### src/rtl/rhc_pkg.sv
// Shared types, widths and constants for the RGB to HSV converter.
// Depends on nothing; every other file of the block imports it.
`default_nettype none

package rhc_pkg;

  localparam int BYTE_W        = 8;
  localparam int HUE_W         = 15;
  localparam int HUE_FRAC_BITS = 6;

  // Hue geometry in degrees.
  localparam int HUE_SLOPE_DEG     = 60;
  localparam int SECTOR_GREEN_DEG  = 120;
  localparam int SECTOR_BLUE_DEG   = 240;
  localparam int FULL_TURN_DEG     = 360;
  localparam int HUE_TURN          = FULL_TURN_DEG << HUE_FRAC_BITS;

  // Twice the saturation full scale; the divisor is doubled for rounding.
  localparam int SAT_SCALE2 = 510;

  // The hue numerator before scaling stays below 360 * 255.
  localparam int NUM_W  = $clog2(FULL_TURN_DEG * 255 + 1);
  // Quotient bits: the rounded hue may reach one full turn before wrapping.
  localparam int QUO_W  = $clog2(HUE_TURN + 1);
  // Divisors are a doubled byte.
  localparam int DIV_W  = BYTE_W + 1;
  localparam int DEND_W = DIV_W + QUO_W;

  typedef struct packed {
    logic [BYTE_W-1:0] red;
    logic [BYTE_W-1:0] green;
    logic [BYTE_W-1:0] blue;
    logic [BYTE_W-1:0] alpha_in;
  } pixel_t;

  typedef struct packed {
    logic [HUE_W-1:0]  hue;
    logic [BYTE_W-1:0] saturation;
    logic [BYTE_W-1:0] brightness;
    logic [BYTE_W-1:0] alpha_out;
  } hsv_t;

  // One long division in flight: the partial remainder, and a word that
  // holds the dividend bits still to come at its top and the quotient bits
  // found so far at its bottom.
  typedef struct packed {
    logic [DIV_W-1:0] rem;
    logic [QUO_W-1:0] lo;
    logic [DIV_W-1:0] div;
  } lane_t;

  typedef struct packed {
    lane_t             hue_lane;
    lane_t             sat_lane;
    logic [BYTE_W-1:0] brightness;
    logic [BYTE_W-1:0] alpha;
    logic              grey;
    logic              black;
  } stage_t;

endpackage

`default_nettype wire

### src/rtl/rhc_prep.sv
// Front stage of the converter: max, min, hue sector and both dividends.
// Depends on rhc_pkg.
`default_nettype none

module rhc_prep import rhc_pkg::*; (
  input  logic   clk,
  input  logic   rst,
  input  logic   up_valid,
  input  pixel_t up_data,
  output logic   up_ready,
  output logic   dn_valid,
  output stage_t dn_data,
  input  logic   dn_ready
);

  logic [BYTE_W-1:0]        r, g, b, mx, mn, span;
  logic signed [BYTE_W:0]   diff;
  logic [NUM_W-1:0]         offset_term, turn_term, num_pos;
  logic signed [NUM_W:0]    slope_term, num_raw;
  logic [DEND_W-1:0]        hue_dend, sat_dend;
  stage_t                   stage_next;

  always_comb begin
    r = up_data.red;
    g = up_data.green;
    b = up_data.blue;
    mx = r;
    if (g > mx) mx = g;
    if (b > mx) mx = b;
    mn = r;
    if (g < mn) mn = g;
    if (b < mn) mn = b;
    span = mx - mn;

    // Red wins ties over green, green over blue.
    if (mx == r) begin
      diff        = $signed({1'b0, g}) - $signed({1'b0, b});
      offset_term = '0;
    end else if (mx == g) begin
      diff        = $signed({1'b0, b}) - $signed({1'b0, r});
      offset_term = NUM_W'(span) * NUM_W'(SECTOR_GREEN_DEG);
    end else begin
      diff        = $signed({1'b0, r}) - $signed({1'b0, g});
      offset_term = NUM_W'(span) * NUM_W'(SECTOR_BLUE_DEG);
    end

    slope_term = $signed((NUM_W+1)'(diff)) * $signed((NUM_W+1)'(HUE_SLOPE_DEG));
    num_raw    = $signed({1'b0, offset_term}) + slope_term;
    turn_term  = NUM_W'(span) * NUM_W'(FULL_TURN_DEG);
    // A negative hue is wrapped by one full turn before rounding.
    num_pos    = num_raw[NUM_W] ? num_raw[NUM_W-1:0] + turn_term : num_raw[NUM_W-1:0];

    // Rounded quotients: (2n + d) / 2d.
    hue_dend = (DEND_W'(num_pos) << (HUE_FRAC_BITS + 1)) + DEND_W'(span);
    sat_dend = DEND_W'(span) * DEND_W'(SAT_SCALE2) + DEND_W'(mx);

    stage_next.hue_lane.rem = hue_dend[DEND_W-1:QUO_W];
    stage_next.hue_lane.lo  = hue_dend[QUO_W-1:0];
    stage_next.hue_lane.div = {span, 1'b0};
    stage_next.sat_lane.rem = sat_dend[DEND_W-1:QUO_W];
    stage_next.sat_lane.lo  = sat_dend[QUO_W-1:0];
    stage_next.sat_lane.div = {mx, 1'b0};
    stage_next.brightness   = mx;
    stage_next.alpha        = up_data.alpha_in;
    stage_next.grey         = (span == '0);
    stage_next.black        = (mx == '0);
  end

  assign up_ready = !dn_valid || dn_ready;

  always_ff @(posedge clk) begin
    if (rst) begin
      dn_valid <= 1'b0;
    end else if (up_ready) begin
      dn_valid <= up_valid;
    end
  end

  always_ff @(posedge clk) begin
    if (up_ready && up_valid) begin
      dn_data <= stage_next;
    end
  end

endmodule

`default_nettype wire

### src/rtl/rhc_div_cell.sv
// One cell of the division chain: a restoring step for the hue and the
// saturation quotient, then a register. Depends on rhc_pkg.
`default_nettype none

module rhc_div_cell import rhc_pkg::*; (
  input  logic   clk,
  input  logic   rst,
  input  logic   up_valid,
  input  stage_t up_data,
  output logic   up_ready,
  output logic   dn_valid,
  output stage_t dn_data,
  input  logic   dn_ready
);

  function automatic lane_t lane_step(lane_t lane);
    logic [DIV_W:0] trial;
    lane_t          nxt;
    trial = {lane.rem, lane.lo[QUO_W-1]};
    nxt   = lane;
    if (trial >= {1'b0, lane.div}) begin
      nxt.rem = DIV_W'(trial - {1'b0, lane.div});
      nxt.lo  = {lane.lo[QUO_W-2:0], 1'b1};
    end else begin
      nxt.rem = trial[DIV_W-1:0];
      nxt.lo  = {lane.lo[QUO_W-2:0], 1'b0};
    end
    return nxt;
  endfunction

  stage_t stage_next;

  always_comb begin
    stage_next          = up_data;
    stage_next.hue_lane = lane_step(up_data.hue_lane);
    stage_next.sat_lane = lane_step(up_data.sat_lane);
  end

  assign up_ready = !dn_valid || dn_ready;

  always_ff @(posedge clk) begin
    if (rst) begin
      dn_valid <= 1'b0;
    end else if (up_ready) begin
      dn_valid <= up_valid;
    end
  end

  always_ff @(posedge clk) begin
    if (up_ready && up_valid) begin
      dn_data <= stage_next;
    end
  end

endmodule

`default_nettype wire

### src/rtl/rgb_to_hsv_convert.sv
// Top level of the RGB to HSV converter: front stage, division chain and
// output register. Depends on rhc_pkg, rhc_prep and rhc_div_cell.
//
// Usage. Pixels come in on the pixel channel (pixel_valid, pixel_stall,
// pixel) and HSV results leave on the hsv channel (hsv_valid, hsv_stall,
// hsv). A transfer happens at a rising edge where valid is high and stall
// is low. Every pixel gives exactly one result, in order.
// Hue is in 1/64 degree, saturation and brightness are bytes, alpha passes
// through unchanged.
// A pixel passes from the transfer to hsv_valid through the front stage,
// the chain of division cells (one quotient bit per cell, hue and
// saturation side by side) and the output register, each registered.
// Throughput is one pixel per cycle while hsv_stall is low; the chain length
// sets the latency, and a cell passes an item on whenever its successor takes it.
// Each stage has its own valid bit and loads when it is empty or its
// successor takes its item, so while the receiver stalls the chain keeps
// filling its gaps; pixel_stall rises only once every stage holds a pixel.
// A synchronous reset empties all stages; no configuration is needed.
`default_nettype none

module rgb_to_hsv_convert import rhc_pkg::*; (
  input  logic   clk,
  input  logic   rst,
  input  logic   pixel_valid,
  output logic   pixel_stall,
  input  pixel_t pixel,
  output logic   hsv_valid,
  input  logic   hsv_stall,
  output hsv_t   hsv
);

  // Position 0 is the front stage output, position QUO_W the last cell.
  logic [QUO_W:0] chain_valid;
  logic [QUO_W:0] chain_take;
  stage_t         chain_data [QUO_W+1];
  logic           prep_ready;
  logic           out_load;
  logic [QUO_W-1:0] hue_q, hue_wrap;
  hsv_t           hsv_next;

  assign pixel_stall = !prep_ready;

  rhc_prep u_prep (
    .clk      (clk),
    .rst      (rst),
    .up_valid (pixel_valid),
    .up_data  (pixel),
    .up_ready (prep_ready),
    .dn_valid (chain_valid[0]),
    .dn_data  (chain_data[0]),
    .dn_ready (chain_take[0])
  );

  for (genvar k = 0; k < QUO_W; k++) begin : g_cell
    rhc_div_cell u_cell (
      .clk      (clk),
      .rst      (rst),
      .up_valid (chain_valid[k]),
      .up_data  (chain_data[k]),
      .up_ready (chain_take[k]),
      .dn_valid (chain_valid[k+1]),
      .dn_data  (chain_data[k+1]),
      .dn_ready (chain_take[k+1])
    );
  end

  // The rounded hue can land on exactly one full turn, which wraps to zero.
  // Grey pixels have no hue and black pixels no saturation; their divisors
  // are zero, so the chain's quotients are replaced here.
  always_comb begin
    hue_q    = chain_data[QUO_W].hue_lane.lo;
    hue_wrap = (hue_q >= QUO_W'(HUE_TURN)) ? hue_q - QUO_W'(HUE_TURN) : hue_q;
    hsv_next.hue        = chain_data[QUO_W].grey ? '0 : HUE_W'(hue_wrap);
    hsv_next.saturation = chain_data[QUO_W].black ? '0 :
                          chain_data[QUO_W].sat_lane.lo[BYTE_W-1:0];
    hsv_next.brightness = chain_data[QUO_W].brightness;
    hsv_next.alpha_out  = chain_data[QUO_W].alpha;
  end

  assign out_load          = !hsv_valid || !hsv_stall;
  assign chain_take[QUO_W] = out_load;

  always_ff @(posedge clk) begin
    if (rst) begin
      hsv_valid <= 1'b0;
    end else if (out_load) begin
      hsv_valid <= chain_valid[QUO_W];
    end
  end

  always_ff @(posedge clk) begin
    if (out_load && chain_valid[QUO_W]) begin
      hsv <= hsv_next;
    end
  end

  // The input is held off only when the whole pipeline is full and blocked.
  a_stall_only_when_full: assert property (@(posedge clk) disable iff (rst)
    pixel_stall |-> (hsv_valid && hsv_stall && chain_valid[0] && chain_valid[QUO_W]))
    else $error("input stalled while the pipeline has room");

  // A black pixel has zero saturation.
  a_black_no_sat: assert property (@(posedge clk) disable iff (rst)
    (hsv_valid && hsv.brightness == '0) |-> (hsv.saturation == '0))
    else $error("black pixel with nonzero saturation");

  // Zero saturation only comes from a grey pixel, whose hue is zero.
  a_grey_no_hue: assert property (@(posedge clk) disable iff (rst)
    (hsv_valid && hsv.saturation == '0) |-> (hsv.hue == '0))
    else $error("grey pixel with nonzero hue");

endmodule

`default_nettype wire
### config.mk
export PLATFORM = sky130hd
export DESIGN_NAME = rgb_to_hsv_convert
export DESIGN_NICKNAME = d
export VERILOG_FILES = /design/src/rtl/rhc_pkg.sv /design/src/rtl/rhc_prep.sv /design/src/rtl/rhc_div_cell.sv /design/src/rtl/rgb_to_hsv_convert.sv
export SDC_FILE = /design/constraint.sdc
export NUM_CORES = 2
export LEC_CHECK = 0
export BUFFER_PORTS_ARGS = -buffer_cell sky130_fd_sc_hd__buf_2
export CAP_MARGIN = 30
export CORE_MARGIN = 4
export CORE_UTILIZATION = 45
export CTS_BUF_LIST = sky130_fd_sc_hd__clkbuf_2
export DETAILED_ROUTE_END_ITERATION = 7
export SLEW_MARGIN = 20
export SYNTH_ARGS = -nofsm -noshare
export SYNTH_HDL_FRONTEND = slang
export SYNTH_HIERARCHICAL = 1
export SYNTH_SLANG_ARGS = --single-unit
### constraint.sdc
create_clock -name clk -period 12.9 [get_ports clk]
set_input_delay 0.645 -clock clk [delete_from_list [all_inputs] [get_ports clk]]
set_output_delay 0.645 -clock clk [all_outputs]
set_load 0.01 [all_outputs]
==> results_dict.tcl <==
set metrics [dict create \
    die_x_um 380 \
    critPathKind "input port to flop" \
    min_path_type "flop to flop" \
    ctsHoldBuffers 37 \
    placed_area_um2 64800 \
    dp.final_hpwl_um 83100 \
    drive_gt1_frac 0.172 \
    die_h_um 380 \
    num_vias 35500 \
    detail_route.vias_per_cell 5.08 \
    setup_viol 0 \
    cts_tree "built" \
    grt_pass1_wl_um 183000 \
    synth_area_um2 62300 \
    slew_headroom 0.361 \
    fin_nets 5554 \
    grtUsageTotal 0.155 \
    min_period_over_period 0.855 \
    finalCriticalPeriod_ps 11030 \
    critPathRequiredTime_ps 14170 \
    status "finished clean" \
    fmaxAchievable_ghz 0.0906 \
    cp_max_fo 11 \
    crit_family "compound AO/OA/AOI/OAI gates" \
    fill_cells 12100 \
    path_buf_inv 7 \
    wl_um 112000 \
    routabilityCongestion 0.885 \
    io_buffer_count 76 \
    fp.dieArea_um2 144000 \
    initial_core_util 0.453 \
    drc 0 \
    clock_sinks 1254 \
    post_cts.repair.setup_buffers 0 \
    grt_pass1_vias 37000 \
    design_area_um2 68000 \
    worst_pin_slew_ps 958 \
    maxCapViolations 0 \
    postRouteAntennaNets 0 \
    clk_path_buf_depth 4 \
    fin_tns_setup_ps 0 \
    post_drt_wl_per_cell_um 16.0 \
    numCtsBuffers 328 \
    ys_warn_count 6 \
    startpoint_type "input port" \
    antenna_found_initial 4 \
    core_area_um2 137000 \
    rsz0062_at_grt "false" \
    slowest_delay_ps 620 \
    slowest_stage "nor3_2" \
    hold_viol 0 \
    dp.cells 6409 \
    layout.cells.non_filler 6993 \
    fin_skew_ps 171 \
    drtIter0Drc 1629 \
    cts-resized-gates 0 \
    worstSetupEndpointType "flop" \
    cts_max_level 5 \
    postSynthCellCount 4557 \
    area_growth_pct 9.17 \
    cts-root-buf "clkbuf_2" \
    grt_max_degree 70 \
    cp.arrival_ps 12300 \
    ioPinCount 77 \
    slew_violations 0 \
    avgSynthCellArea_um2 13.7 \
    insertion_delay_ps 1500 \
    rows 136 \
    grt_overflow_total 0 \
    clk_pin_slew_ps 100 \
    dr.pass1.iters 6 \
]
==> layer usage <==
| layer | GRT usage | wire (um) | vias to the layer above |
|---|---|---|---|
| li1 | - | - | 17800 |
| met1 | 0.179 | 47000 | 16900 |
| met2 | 0.279 | 57400 | 685 |
| met3 | 0.0309 | 4220 | 217 |
| met4 | 0.0644 | 3180 | 2 |
| met5 | 0 | 12 | - |
==> stage by stage <==
step	utilization	hold WS (ps)	worst slack, ps
floorplan	-	400	1920
global placement	0.471	400	1010
detailed placement	0.471	405	794
CTS	0.494	5.49	2110
global route	0.494	129	1080
finish	0.494	264	1870
==> layout by cell type, fill, tap and decap left out, types with 34 or more instances in the layout <==
cell type         n
nand3_1          34
mux2i_1          41
o21a_1           34
o211ai_1         47
fa_1             92
xnor2_1         191
dlygate4sd3_1    37
buf_2            76
o31ai_1          51
a21o_1           80
a211oi_1         54
edfxtp_1       1237
clkinv_1         60
xor2_1           79
clkbuf_2        469
nor2_1          194
a21oi_1         244
nand2b_1         79
mux2_2          114
nand2_1         217
ha_1            443
inv_1           574
o21ai_0         151
==> final timing paths <==
| check | start | end | slack, ps | cells past startpoint |
|---|---|---|---|---|
| max reg2reg | hsv_valid | u_prep/dn_data[33] | 8210 | 19 |
| max | pixel[17] | u_prep/dn_data[83] | 1870 | 50 |
| min reg2reg | g_cell[2].u_cell/dn_data[31] | g_cell[3].u_cell/dn_data[32] | 260 | 0 |
| min | g_cell[2].u_cell/dn_data[31] | g_cell[3].u_cell/dn_data[32] | 260 | 0 |
==> final cells by class <==
type,instances,area [um2],area share
Antenna cell,4,10.0,0.000147
Clock inverter,73,417,0.00613
Multi-Input combinational cell,2661,22200,0.327
Timing Repair Buffer,148,1040,0.0153
Tap cell,1794,2240,0.0330
Clock buffer,469,2350,0.0345
Sequential cell,1254,37500,0.551
Inverter,590,2210,0.0326
==> state kept, by name, summed over array words and instances (netlist names) <==
signal,count
u_prep/dn_valid,1
hsv_valid,1
hsv,39
g_cell.u_cell/dn_valid,15
u_prep/dn_data,58
g_cell.u_cell/dn_data,1140
Power is not shown: default switching activity piles up to over one toggle a cycle in this logic, so the estimate is an artifact.
